[src/rtl/kvmhid_pkg.sv]
// ---------------------------------------------------------------------------
// kvmhid_pkg
// Shared types, message codes and helpers for the input event block.
// ---------------------------------------------------------------------------
`default_nettype none
package kvmhid_pkg;
	localparam int HeldKeysDefault = 8;

	typedef enum logic [3:0] {
		ACT_KEEPALIVE   = 4'd0,
		ACT_SCREENINFO  = 4'd1,
		ACT_ABSMOVE     = 4'd2,
		ACT_RELMOVE     = 4'd3,
		ACT_BTNDOWN     = 4'd4,
		ACT_BTNUP       = 4'd5,
		ACT_WHEEL       = 4'd6,
		ACT_PAN         = 4'd7,
		ACT_KEYDOWN     = 4'd8,
		ACT_KEYUP       = 4'd9,
		ACT_RELEASEALL  = 4'd10,
		ACT_DISCONNECT  = 4'd11
	} action_t;

	localparam logic [31:0] CODE_CALV = 32'h43414C56;
	localparam logic [31:0] CODE_QINF = 32'h51494E46;
	localparam logic [31:0] CODE_CINN = 32'h43494E4E;
	localparam logic [31:0] CODE_COUT = 32'h434F5554;
	localparam logic [31:0] CODE_DMMV = 32'h444D4D56;
	localparam logic [31:0] CODE_DMRM = 32'h444D524D;
	localparam logic [31:0] CODE_DMDN = 32'h444D444E;
	localparam logic [31:0] CODE_DMUP = 32'h444D5550;
	localparam logic [31:0] CODE_DMWM = 32'h444D574D;
	localparam logic [31:0] CODE_DKDL = 32'h444B444C;
	localparam logic [31:0] CODE_DKDN = 32'h444B444E;
	localparam logic [31:0] CODE_DKUP = 32'h444B5550;
	localparam logic [31:0] CODE_CBYE = 32'h43425945;
	localparam logic [31:0] CODE_EBSY = 32'h45425359;
	localparam logic [31:0] CODE_EUNK = 32'h45554E4B;
	localparam logic [31:0] CODE_EBAD = 32'h45424144;
	localparam logic [31:0] CODE_EICV = 32'h45494356;

	localparam int Detent = 120;

	typedef enum logic [2:0] {
		ST_IDLE,
		ST_SEARCH,
		ST_ABS,
		ST_REL,
		ST_EV1,
		ST_EV2
	} state_t;

	// message class decoded in the datapath
	typedef enum logic [3:0] {
		MSG_NONE,
		MSG_SIMPLE,
		MSG_MOTION,
		MSG_BUTTON,
		MSG_WHEEL,
		MSG_KEYDOWN,
		MSG_KEYUP,
		MSG_DRAIN
	} msg_t;

	typedef struct packed {
		logic   load;
		logic   search_step;
		logic   emit_abs;
		logic   emit_rel;
		logic   emit_ev1;
		logic   emit_ev2;
		logic   table_commit;
		logic   is_last;
	} dp_cmd_t;

	typedef struct packed {
		msg_t   kind;
		logic   search_done;
		logic   abs_pending;
		logic   rel_pending;
		logic   ev1_valid;
		logic   ev2_valid;
		logic   out_busy;
	} dp_status_t;

	function automatic logic [15:0] sat16(input logic signed [16:0] v);
		if (v > 17'sd32767) return 16'h7FFF;
		else if (v < -17'sd32768) return 16'h8000;
		else return v[15:0];
	endfunction

	// value / 120 truncated toward zero, |value| <= 32768; zero becomes +-1
	// reciprocal estimate never runs high, one correction step settles it
	function automatic logic [15:0] detents(input logic signed [15:0] v);
		logic [15:0] mag;
		logic [31:0] prod;
		logic [8:0]  q;
		logic [15:0] r;
		mag  = v[15] ? (16'd0 - v) : v;
		prod = 32'(mag) * 32'd546;
		q    = prod[24:16];
		r    = mag - 16'(q) * 16'(Detent);
		if (r >= 16'(Detent)) q = q + 9'd1;
		if (q == 9'd0) q = 9'd1;
		return v[15] ? (16'd0 - {7'd0, q}) : {7'd0, q};
	endfunction
endpackage
`default_nettype wire

[src/rtl/kvmhid_ctrl.sv]
// ---------------------------------------------------------------------------
// kvmhid_ctrl
// Sequencer: table search, then up to three result transfers per item.
// ---------------------------------------------------------------------------
`default_nettype none
module kvmhid_ctrl import kvmhid_pkg::*; (
	input  wire        clk,
	input  wire        arst_n,
	input  wire        in_valid,
	output logic       in_ready,
	input  dp_status_t st,
	output dp_cmd_t    cmd
);
	state_t state_q, state_d;

	logic has_abs, has_rel, has_ev1, has_ev2;
	logic flush;
	assign flush   = (st.kind == MSG_DRAIN) || (st.kind == MSG_BUTTON);
	assign has_abs = flush && st.abs_pending;
	assign has_rel = flush && st.rel_pending;
	assign has_ev1 = st.ev1_valid;
	assign has_ev2 = st.ev2_valid;

	always_ff @(posedge clk or negedge arst_n) begin
		if (!arst_n) state_q <= ST_IDLE;
		else state_q <= state_d;
	end

	always_comb begin
		state_d = state_q;
		unique case (state_q)
			ST_IDLE: if (in_valid) state_d = ST_SEARCH;
			ST_SEARCH: if (st.search_done) state_d = ST_ABS;
			ST_ABS: if (!st.out_busy) state_d = ST_REL;
			ST_REL: if (!st.out_busy) state_d = ST_EV1;
			ST_EV1: if (!st.out_busy) state_d = ST_EV2;
			ST_EV2: if (!st.out_busy) state_d = ST_IDLE;
			default: state_d = ST_IDLE;
		endcase
	end

	always_comb begin
		cmd = '0;
		in_ready = 1'b0;
		unique case (state_q)
			ST_IDLE: begin
				in_ready = 1'b1;
				cmd.load = in_valid;
			end
			ST_SEARCH: cmd.search_step = 1'b1;
			ST_ABS: begin
				cmd.emit_abs = has_abs && !st.out_busy;
				cmd.is_last  = !has_rel && !has_ev1 && !has_ev2;
			end
			ST_REL: begin
				cmd.emit_rel = has_rel && !st.out_busy;
				cmd.is_last  = !has_ev1 && !has_ev2;
			end
			ST_EV1: begin
				cmd.emit_ev1 = has_ev1 && !st.out_busy;
				cmd.is_last  = !has_ev2;
			end
			ST_EV2: begin
				cmd.emit_ev2     = has_ev2 && !st.out_busy;
				cmd.is_last      = 1'b1;
				cmd.table_commit = !st.out_busy;
			end
			default: ;
		endcase
	end
endmodule
`default_nettype wire

[src/rtl/kvmhid_dp.sv]
// ---------------------------------------------------------------------------
// kvmhid_dp
// Message decode, motion state, held-key table and output register.
// ---------------------------------------------------------------------------
`default_nettype none
module kvmhid_dp import kvmhid_pkg::*; #(
	parameter int HELD_KEYS = HeldKeysDefault
) (
	input  wire          clk,
	input  wire          arst_n,
	input  wire  [112:0] s_data,
	input  dp_cmd_t      cmd,
	output dp_status_t   st,
	output logic         out_valid,
	input  wire          out_ready,
	output logic [39:0]  out_data
);
	localparam int IW = (HELD_KEYS > 1) ? $clog2(HELD_KEYS) : 1;
	localparam int CW = $clog2(HELD_KEYS + 1);

	// input item registers
	logic [31:0] code_q;
	logic [15:0] wa_q, wb_q, wc_q;
	logic [7:0]  usage_q;

	logic [15:0] pend_x_q, pend_y_q, sum_dx_q, sum_dy_q;
	logic        abs_pend_q;

	logic [15:0] ids_q [HELD_KEYS];
	logic [7:0]  usg_q [HELD_KEYS];
	logic [CW-1:0] count_q;
	logic [CW-1:0] idx_q;
	logic          found_q;
	logic [IW-1:0] hit_q;

	msg_t kind_q;
	logic ev1_v_q, ev2_v_q;
	logic [3:0]  ev1_act_q, ev2_act_q;
	logic [15:0] ev1_x_q, ev2_x_q;

	logic        ov_q;
	logic [39:0] od_q;

	logic        search_fin;
	logic [7:0]  up_usage;

	// decode of the raw item
	msg_t        kind_d;
	logic        e1v, e2v;
	logic [3:0]  e1a, e2a;
	logic [15:0] e1x, e2x;
	logic [31:0] c;
	logic [15:0] l;
	logic signed [15:0] a, b;
	logic [7:0]  bt, us;
	always_comb begin
		c  = s_data[32:1];
		l  = s_data[48:33];
		a  = s_data[64:49];
		b  = s_data[80:65];
		bt = s_data[104:97];
		us = s_data[112:105];
		kind_d = MSG_NONE;
		e1v = 1'b0; e2v = 1'b0;
		e1a = ACT_KEEPALIVE; e2a = ACT_KEEPALIVE;
		e1x = '0; e2x = '0;
		if (s_data[0]) kind_d = MSG_DRAIN;
		else if (l >= 16'd4) begin
			unique case (c)
				CODE_CALV: begin kind_d = MSG_SIMPLE; e2v = 1'b1; e2a = ACT_KEEPALIVE; end
				CODE_QINF: begin kind_d = MSG_SIMPLE; e2v = 1'b1; e2a = ACT_SCREENINFO; end
				CODE_COUT: begin kind_d = MSG_SIMPLE; e2v = 1'b1; e2a = ACT_RELEASEALL; end
				CODE_CBYE: begin kind_d = MSG_SIMPLE; e2v = 1'b1; e2a = ACT_DISCONNECT; end
				CODE_EBSY: begin
					kind_d = MSG_SIMPLE; e2v = 1'b1; e2a = ACT_DISCONNECT; e2x = 16'd1;
				end
				CODE_EUNK: begin
					kind_d = MSG_SIMPLE; e2v = 1'b1; e2a = ACT_DISCONNECT; e2x = 16'd2;
				end
				CODE_EBAD: begin
					kind_d = MSG_SIMPLE; e2v = 1'b1; e2a = ACT_DISCONNECT; e2x = 16'd3;
				end
				CODE_EICV: begin
					kind_d = MSG_SIMPLE; e2v = 1'b1; e2a = ACT_DISCONNECT; e2x = 16'd4;
				end
				CODE_CINN: if (l >= 16'd12) kind_d = MSG_MOTION;
				CODE_DMMV, CODE_DMRM: if (l >= 16'd8) kind_d = MSG_MOTION;
				CODE_DMDN, CODE_DMUP: begin
					if (l >= 16'd5 && bt >= 8'd1 && bt <= 8'd3) begin
						kind_d = MSG_BUTTON; e2v = 1'b1;
						e2a = (c == CODE_DMDN) ? ACT_BTNDOWN : ACT_BTNUP;
						e2x = {8'd0, bt};
					end
				end
				CODE_DMWM: begin
					if (l >= 16'd8) begin
						kind_d = MSG_WHEEL;
						e1v = (b != 16'sd0); e1a = ACT_WHEEL; e1x = detents(b);
						e2v = (a != 16'sd0); e2a = ACT_PAN;   e2x = detents(a);
					end
				end
				CODE_DKDL, CODE_DKDN: begin
					if (l >= 16'd10 && us != 8'd0) begin
						kind_d = MSG_KEYDOWN; e2v = 1'b1; e2a = ACT_KEYDOWN;
						e2x = {8'd0, us};
					end
				end
				CODE_DKUP: if (l >= 16'd10) begin kind_d = MSG_KEYUP; e2a = ACT_KEYUP; end
				default: ;
			endcase
		end
	end

	assign search_fin = (idx_q == count_q);

	// keyup picks its usage once the search ends
	assign up_usage = found_q ? usg_q[hit_q] : usage_q;

	always_ff @(posedge clk) begin
		if (cmd.load) begin
			code_q  <= c;
			wa_q    <= a;
			wb_q    <= b;
			wc_q    <= s_data[96:81];
			usage_q <= us;
			ev1_act_q <= e1a; ev1_x_q <= e1x;
			ev2_act_q <= e2a; ev2_x_q <= e2x;
		end else if (cmd.search_step && search_fin && kind_q == MSG_KEYUP) begin
			ev2_x_q <= {8'd0, up_usage};
		end
	end

	always_ff @(posedge clk or negedge arst_n) begin
		if (!arst_n) begin
			kind_q <= MSG_NONE;
			ev1_v_q <= 1'b0;
			ev2_v_q <= 1'b0;
		end else if (cmd.load) begin
			kind_q <= kind_d;
			ev1_v_q <= e1v;
			ev2_v_q <= e2v;
		end else if (cmd.search_step && search_fin && kind_q == MSG_KEYUP) begin
			ev2_v_q <= (up_usage != 8'd0);
		end
	end

	// linear table search, one entry a cycle
	always_ff @(posedge clk or negedge arst_n) begin
		if (!arst_n) begin
			idx_q <= '0;
			found_q <= 1'b0;
			hit_q <= '0;
		end else if (cmd.load) begin
			idx_q <= '0;
			found_q <= 1'b0;
		end else if (cmd.search_step && idx_q != count_q) begin
			if (ids_q[idx_q[IW-1:0]] == wc_q) begin
				found_q <= 1'b1;
				hit_q <= idx_q[IW-1:0];
				idx_q <= count_q;
			end else idx_q <= idx_q + 1'b1;
		end
	end

	// table update after the item's results
	logic [IW-1:0] tail;
	assign tail = IW'(count_q - 1'b1);
	always_ff @(posedge clk) begin
		if (cmd.table_commit) begin
			if (kind_q == MSG_KEYDOWN) begin
				if (found_q) usg_q[hit_q] <= usage_q;
				else if (count_q < CW'(HELD_KEYS)) begin
					ids_q[count_q[IW-1:0]] <= wc_q;
					usg_q[count_q[IW-1:0]] <= usage_q;
				end
			end else if (kind_q == MSG_KEYUP && found_q) begin
				ids_q[hit_q] <= ids_q[tail];
				usg_q[hit_q] <= usg_q[tail];
			end
		end
	end

	always_ff @(posedge clk or negedge arst_n) begin
		if (!arst_n) count_q <= '0;
		else if (cmd.table_commit) begin
			if (kind_q == MSG_KEYDOWN && !found_q && count_q < CW'(HELD_KEYS))
				count_q <= count_q + 1'b1;
			else if (kind_q == MSG_KEYUP && found_q) count_q <= count_q - 1'b1;
		end
	end

	// motion state; updated at the search step, emitted later from copies
	logic [15:0] fl_x_q, fl_y_q, fl_dx_q, fl_dy_q;
	logic        motion_upd;
	assign motion_upd = cmd.search_step && search_fin;
	always_ff @(posedge clk or negedge arst_n) begin
		if (!arst_n) begin
			pend_x_q <= '0; pend_y_q <= '0; sum_dx_q <= '0; sum_dy_q <= '0;
			abs_pend_q <= 1'b0;
		end else if (motion_upd) begin
			if (kind_q == MSG_MOTION) begin
				if (code_q == CODE_DMRM) begin
					sum_dx_q <= sat16(17'(signed'(sum_dx_q)) + 17'(signed'(wa_q)));
					sum_dy_q <= sat16(17'(signed'(sum_dy_q)) + 17'(signed'(wb_q)));
				end else begin
					pend_x_q <= wa_q; pend_y_q <= wb_q; abs_pend_q <= 1'b1;
				end
			end else if (kind_q == MSG_DRAIN || kind_q == MSG_BUTTON) begin
				abs_pend_q <= 1'b0;
				sum_dx_q <= '0; sum_dy_q <= '0;
			end
		end
	end

	logic fl_abs_q, fl_rel_q;
	always_ff @(posedge clk) begin
		if (motion_upd) begin
			fl_x_q <= pend_x_q; fl_y_q <= pend_y_q;
			fl_dx_q <= sum_dx_q; fl_dy_q <= sum_dy_q;
			fl_abs_q <= abs_pend_q;
			fl_rel_q <= (sum_dx_q != '0) || (sum_dy_q != '0);
		end
	end

	// output register
	always_ff @(posedge clk or negedge arst_n) begin
		if (!arst_n) ov_q <= 1'b0;
		else if (cmd.emit_abs || cmd.emit_rel || cmd.emit_ev1 || cmd.emit_ev2) ov_q <= 1'b1;
		else if (out_ready) ov_q <= 1'b0;
	end

	always_ff @(posedge clk) begin
		priority if (cmd.emit_abs)
			od_q <= {3'd0, cmd.is_last, fl_y_q, fl_x_q, ACT_ABSMOVE};
		else if (cmd.emit_rel)
			od_q <= {3'd0, cmd.is_last, fl_dy_q, fl_dx_q, ACT_RELMOVE};
		else if (cmd.emit_ev1)
			od_q <= {3'd0, cmd.is_last, 16'd0, ev1_x_q, ev1_act_q};
		else if (cmd.emit_ev2)
			od_q <= {3'd0, cmd.is_last, 16'd0, ev2_x_q, ev2_act_q};
	end

	assign out_valid = ov_q;
	assign out_data  = od_q;

	assign st.kind        = kind_q;
	assign st.search_done = search_fin;
	assign st.abs_pending = fl_abs_q;
	assign st.rel_pending = fl_rel_q;
	assign st.ev1_valid   = ev1_v_q;
	assign st.ev2_valid   = ev2_v_q;
	assign st.out_busy    = ov_q && !out_ready;
endmodule
`default_nettype wire

[src/rtl/kvm_message_to_hid_events.sv]
// Sequencing: after the input transfer the held-key entries are compared serially (the
// full count unless a key matches earlier), then the result slots follow, one per cycle
// while m_tready does not stall the output; a result waiting on m_tready holds the sequence.
// A new item is taken only once the previous item has passed its last result slot.
// Reset: arst_n clears motion state, held-key count and output valid at once.
// ---------------------------------------------------------------------------
// kvm_message_to_hid_events
// Turns decoded remote-input messages into HID action transfers.
// ---------------------------------------------------------------------------
`default_nettype none
module kvm_message_to_hid_events import kvmhid_pkg::*; #(
	parameter int HELD_KEYS = HeldKeysDefault
) (
	input  wire          clk,
	input  wire          arst_n,
	input  wire          s_tvalid,
	output logic         s_tready,
	input  wire  [111:0] s_tdata,  // msg_code, msg_len, word_a, word_b, word_c, button_byte, key_usage
	input  wire          s_tuser,  // func
	output logic         m_tvalid,
	input  wire          m_tready,
	output logic [39:0]  m_tdata,  // action, value_x, value_y, zero pad
	output logic         m_tlast
);
	dp_cmd_t    cmd;
	dp_status_t st;
	logic [39:0] od;

	kvmhid_ctrl u_ctrl (
		.clk(clk), .arst_n(arst_n), .in_valid(s_tvalid), .in_ready(s_tready),
		.st(st), .cmd(cmd)
	);

	kvmhid_dp #(.HELD_KEYS(HELD_KEYS)) u_dp (
		.clk(clk), .arst_n(arst_n),
		.s_data({s_tdata, s_tuser}),
		.cmd(cmd), .st(st),
		.out_valid(m_tvalid), .out_ready(m_tready), .out_data(od)
	);

	assign m_tdata = {4'd0, od[35:0]};
	assign m_tlast = od[36];
endmodule
`default_nettype wire

[config.mk]
export PLATFORM = sky130hd
export DESIGN_NAME = kvm_message_to_hid_events
export DESIGN_NICKNAME = d
export VERILOG_FILES = /design/src/rtl/kvmhid_pkg.sv /design/src/rtl/kvmhid_ctrl.sv /design/src/rtl/kvmhid_dp.sv /design/src/rtl/kvm_message_to_hid_events.sv
export SDC_FILE = /design/constraint.sdc
export NUM_CORES = 1
export LEC_CHECK = 0
export BUFFER_PORTS_ARGS = -buffer_cell sky130_fd_sc_hd__buf_2
export CAP_MARGIN = 20
export CORE_AREA = 5 5 219 221
export DETAILED_ROUTE_END_ITERATION = 12
export DIE_AREA = 0 0 224 226
export PLACE_DENSITY = 0.83
export SKIP_CTS_REPAIR_TIMING = 1
export SLEW_MARGIN = 20
export SYNTH_ARGS = -nofsm -noshare
export SYNTH_HDL_FRONTEND = slang
export SYNTH_SLANG_ARGS = --single-unit
[constraint.sdc]
create_clock -name clk -period 20.2 [get_ports clk]
set_clock_uncertainty 0.05 [all_clocks]
set_input_delay 2.02 -clock clk [delete_from_list [all_inputs] [get_ports clk]]
set_output_delay 2.02 -clock clk [all_outputs]
set_load 0.02 [all_outputs]
After elaboration in Yosys (flattened, before gate mapping)
Memory sizes are Yosys's and may differ from the RTL's. Cells that the tools add are included.

Flip-flop bits (word level): 312. Output and inout bits: 43. Memory bits (writable): 192. Input port bits: 117. Logic and storage cells: 301. Memories: 2.

Equality and inequality tests: 39. Bitwise operators: 7. Reduce and logical (&&, ||, !) cells: 67. Order comparisons: 14. Multipliers: 4. $add $sub $neg: 13. Mux-type cells: 122.

Memory list: u_dp.ids_q (words 8, bits a word 16, read ports 2, clocked after Yosys merged registers in 0, wr ports 1, RTL line kvmhid_dp.sv:29) `logic [15:0] ids_q [HELD_KEYS];`; u_dp.usg_q (words 8, bits a word 8, read ports 2, clocked after Yosys merged registers in 0, wr ports 1, RTL line kvmhid_dp.sv:30) `logic [7:0] usg_q [HELD_KEYS];`.

Operator list (number): 32-bit by 31-bit == test with 1-bit output, second input constant (18); 16-bit two-way mux (18); 9-bit two-way mux (21); 37-bit two-way mux (4); 16-bit case mux with 7 select lines (1); 16-bit nonzero test (4); 4-bit case mux with 7 select lines (2); 16-bit by 4-bit greater-or-equal comparator with 1-bit output, second input constant (3); 16-bit by 9-bit multiplier with 24-bit output, second input constant (2); 1-bit two-way mux (41); 4-bit two-way mux (10); 8-bit two-way mux (5); 3-bit two-way mux (13); 16-bit by 16-bit adder with 17-bit output (2); 17-bit by 16-bit > comparator with 1-bit output, second input constant (2); 17-bit by 16-bit < comparator with 1-bit output, second input constant (2); 16-bit by 3-bit greater-or-equal comparator with 1-bit output, second input constant (2); 16-bit by 7-bit greater-or-equal comparator with 1-bit output, second input constant (2); 1-bit by 16-bit subtractor with 16-bit output, first input constant (2); 16-bit subtractor (2); 9-bit by 4-bit multiplier with 13-bit output, second input constant (2); 1-bit by 9-bit subtractor with 10-bit output, first input constant (2); 1-bit logical AND (19); 9-bit by 1-bit adder with 9-bit output, second input constant (2); other kinds (37) (85).

Logic depth before layout (Yosys ltp)
Depth in word-level cells: 24. Mapped depth: 51. Gate-level depth less buffers: 51.

Hierarchy
Synthesis repeated with hierarchy kept, for this count alone.

Cells, all modules: 2411. Area, all modules: 29361.9 µm².

By module, submodules not included: kvmhid_dp (cells each 2371, seq. area each 14288.7 µm², area an instance 29047.9 µm², times used 1); kvmhid_ctrl (cells each 35, seq. area each 75.1 µm², area an instance 280.3 µm², times used 1); kvm_message_to_hid_events (cells each 5, seq. area each 0.0 µm², area an instance 33.8 µm², times used 1).

Least setup slack after synthesis
No wires, ideal clock.

Path kind: input port to flip-flop. From: input s_tdata[69]. To: register u_dp.ev1_x_q[8] (data pin). Cell stages on the path: 50. Library setup time: 0.157 ns. Required time: 19.993 ns. Data arrival time: 12.422 ns. Path buffers: 1. Path slack: 7.571 ns. Cell sequence: or4_1 > nor3_1 > nand2_1 > o31ai_1 > xnor2_1 > ha_1 > inv_1 > fa_1 > inv_1 > ha_1 > ha_1 > a211oi_1 > nand2_1 > a2111o_1 > a41o_1 > a21oi_1 > nor2_1 > or2_2 > (+14 left out) > clkbuf_1 > and3_1 > o211ai_1 > a31oi_1 > xnor2_1 > nand3_1 > o211ai_1 > a2bb2oi_1 > o22ai_1 > and4_1 > nand2_1 > and2_1 > ha_1 > inv_1 > or3_1 > or3_1 > and3_1 > nor3_1.

Cells in the longest elaborated chain, start to end: 19. Elaborated cells between the ends (all ways): 20. Those cells by class: 4 x add/sub; 2 x mul; 1 x order compare; 12 x mux; 1 x reduce/logical.

Ends and longest elaborated chain: start, declared (RTL line kvm_message_to_hid_events.sv:18) `input wire [111:0] s_tdata,`; 1-bit by 16-bit subtractor with 16-bit output (RTL line kvmhid_pkg.sv:99) `mag = v[15] ? (16'd0 - v) : v;`; 16-bit two-way mux * (RTL line kvmhid_pkg.sv:99); 16-bit by 9-bit multiplier with 24-bit output (RTL line kvmhid_pkg.sv:100) `prod = 32'(mag) * 32'd546;`; 9-bit by 4-bit multiplier with 13-bit output (RTL line kvmhid_pkg.sv:102) `r = mag - 16'(q) * 16'(Detent);`; 16-bit subtractor (RTL line kvmhid_pkg.sv:102); 16-bit by 7-bit greater-or-equal comparator with 1-bit output (RTL line kvmhid_pkg.sv:103) `if (r >= 16'(Detent)) q = q + 9'd1;`; 9-bit two-way mux * (RTL line kvmhid_pkg.sv:103); 9-bit two-way mux * (RTL line kvmhid_dp.sv:96) `if (l >= 16'd8) begin`; (+3 left out); 9-bit zero test (RTL line kvmhid_pkg.sv:104) `if (q == 9'd0) q = 9'd1;`; 9-bit two-way mux * (RTL line kvmhid_pkg.sv:104); 9-bit two-way mux * (RTL line kvmhid_dp.sv:96); 9-bit two-way mux * (RTL line kvmhid_dp.sv:69) `unique case (c)`; 9-bit two-way mux * (RTL line kvmhid_dp.sv:68) `else if (l >= 16'd4) begin`; 9-bit two-way mux * (RTL line kvmhid_dp.sv:67) `if (s_data[0]) kind_d = MSG_DRAIN;`; 1-bit by 9-bit subtractor with 10-bit output (RTL line kvmhid_pkg.sv:105) `return v[15] ? (16'd0 - {7'd0, q}) : {7'd0, q};`; 9-bit two-way mux * (RTL line kvmhid_pkg.sv:105); end signal, assigned (RTL line kvmhid_dp.sv:126) `ev1_act_q <= e1a; ev1_x_q <= e1x;`; end, declared (RTL line kvmhid_dp.sv:39) `logic [15:0] ev1_x_q, ev2_x_q;`.

Every way passes the cells marked *; elsewhere a longest branch is shown, timed or not. The select of a mux whose other input is x is not followed. A chain may end at the register's enable or synchronous reset.

Final worst setup path
Ends and elaborated chain as after synthesis.

==> key figures <==
Clocking
  • CTS Sinks: 494
  • Total CTS buffers: 50
  • CTS tree: built
  • Reg clk slew, reported paths: ~0.060 ns
  • Clk Latency, worst-skew pair: roughly 0.59 ns
  • CTS root buf: clkbuf_16
  • CTS max path bufs: 3
  • H-tree levels: 2

Logic synthesis
  • Synth top area share: 0.412
  • FFs w/ async S/R, synth: 0.174
  • Post-synthesis area per instance: 12.4 um^2
  • Cell accounting for the most synthesized area: edfxtp_1
  • Yosys reg bits: roughly 490
  • Ranking of synthesized cells by area: edfxtp_1 41%, ha_1 8.6%, mux4_2 7.4%, dfrtp_1 7.3%, xnor2_1 3.7%
  • Mapped Area: around 0.029 mm^2
  • Ys Warns: 0
  • Post-Syn Instances: between 2000 and 2500
  • Seq/Total Area, Yosys: 0.488
  • EDFF count, synth: 404
  • Netlist cell types: roughly 100
  • Main synth FF type: edfxtp_1

STA
  • Setup TNS: 0 ns
  • RSZ-0062 raised after global routing: no
  • Final worst-path cycle share: 0.668
  • # setup viols final: 0
  • Worst-margin pin slew: 1.01 ns
  • Final Critical Period: roughly 13 ns
  • Hold Violations, Final: 0
  • Slew Limit Fails: 0
  • Max Fclk: 0.0741 GHz
  • Worst slew margin: 0.316

Floorplan
  • Io pins: 160
  • Starting Density: 0.640
  • Die outline height: ~230 um
  • Die Wd: ~220 um
  • CORE AREA: roughly 0.046 mm^2
  • Cell Rows: 79
  • Die ar.: around 0.051 mm^2

Job
  • Max-cap violations: 0

Global routing
  • Vias in the first global route: ~21000
  • First-pass GRT wire length: approximately 110000 um
  • Pin count of the biggest net entering global routing: around 70
  • GRT overflow: 0
  • Initial antenna violation count: 3
  • Total track usage: 0.282

Final layout
  • Area growth syn-to-layout: 10.7%
  • Commonest non-fill, non-tap cell in the layout: edfxtp_1
  • Most frequent cells in the layout: 404 x edfxtp_1, 202 x ha_1, 158 x inv_1
  • Post-layout nets: between 2000 and 3000
  • Share of layout cells above drive strength 1: 0.170

Worst setup path
  • Max incr delay on CP: approximately 0.57 ns
  • CP Data Arrival Time: ~14 ns
  • Critical path type: in2reg
  • Startpoint types: input pin
  • CP max-delay cell: or4_1
  • Cells on worst reg2reg path: 14
  • Flop2flop setup slack: 15.67 ns
  • CP Capture Type: flip-flop
  • Worst endpoint required time: slightly above 20 ns
  • Max FO, Critical Path: 9

Detailed routing
  • ANT nets after route: 0
  • Final WL: around 72000 um
  • Vias after detailed routing: approximately 21000
  • Avg WL per Cell: ~23 um
  • Vias per cell: 6.50
  • Pre-Repair DR Iteration Count: 6
  • DRC violations left: 0
  • Initial DRC count: 1874

Min path
  • Worst hold path depth: 0
  • Worst Hold Class: reg2reg

Placement
  • Placer congestion estimate: roughly 0.94
  • HPWL Detailed: about 51000 um
  • Port buffer count: 155

Status
  • Status: complete, no violations
-- metrics by stage --
step	hold slack (ns)	util	cells	setup slack [ns]	instance area, um^2
floorplan	0.371	-	2370	7.57	29400
global placement	0.375	0.671	3069	6.76	30800
detailed placement	0.381	0.671	3069	6.21	30800
CTS	0.393	0.707	3163	6.79	32500
global route	0.404	0.708	3166	5.91	32500
finish	0.392	0.708	3166	6.70	32500
-- synth_stat cells (27+ instances only) --
cell,instances
nand2_1,125
o21bai_1,32
fa_1,41
nand3_1,42
a221o_1,34
clkbuf_1,68
mux2_2,37
a21o_1,27
nor2_1,143
nor4_1,34
dfrtp_1,86
mux2i_1,69
inv_1,158
edfxtp_1,404
o21ai_0,106
a21oi_1,100
ha_1,203
mux4_2,96
xor2_1,37
xnor2_1,125
nor3_1,35
-- kinds of logic after synthesis --
logic type / synth area share
xor+xnor: 0.0496
other cells: 0.000128
compound gates: 0.105
buf+inv: 0.0327
simple gates: 0.0983
mux: 0.111
flops: 0.488
fa+ha+maj: 0.115
-- routing by layer --
layer  vias to the layer above  GRT usage  routed length, um
met4                         2      0.105               2560
met1                     10200      0.368              28200
li1                       9247          -                  -
met5                         -          0                 13
met3                       178     0.0421               5050
met2                       987      0.485              36100
-- final cells by class --
cell class | count | area (um^2)
repair buffers | 180 | 986
fillers | 3067 | 13400
well taps | 607 | 759
diodes | 2 | 5.00
clock buffers | 76 | 1450
flip-flops and latches | 494 | 14400
clock inverters | 18 | 223
multi-input cells | 1626 | 14100
inverters | 163 | 614
-- worst paths after layout --
kind,from,end
worst min register to register,u_dp.pend_y_q[9],u_dp.fl_y_q[9]
max in group asynchronous,arst_n,u_dp.count_q[0]
worst max-delay path,s_tdata[69],u_dp.ev1_x_q[8]
worst min-delay path,u_dp.pend_y_q[9],u_dp.fl_y_q[9]
min in group asynchronous,arst_n,u_dp.pend_y_q[10]
worst max register to register,u_dp.sum_dy_q[1],u_dp.sum_dy_q[6]
-- critical path, delay by kind of cell --
kind	cells	cell delay (ns)
simple gates	17	4.07
fa+ha+maj	9	3.11
compound gates	12	3.08
xor+xnor	3	0.74
buf+inv	7	0.59
mux	1	0.23
-- state kept, by name, summed over array words and instances (netlist names), 32 cells and up --
signal and flops:
u_dp.code_q 32, u_dp.ids_q 128, u_dp.out_data 37, u_dp.usg_q 64
Power is not shown: default switching activity piles up to over one toggle a cycle in this logic, so the estimate is an artifact.
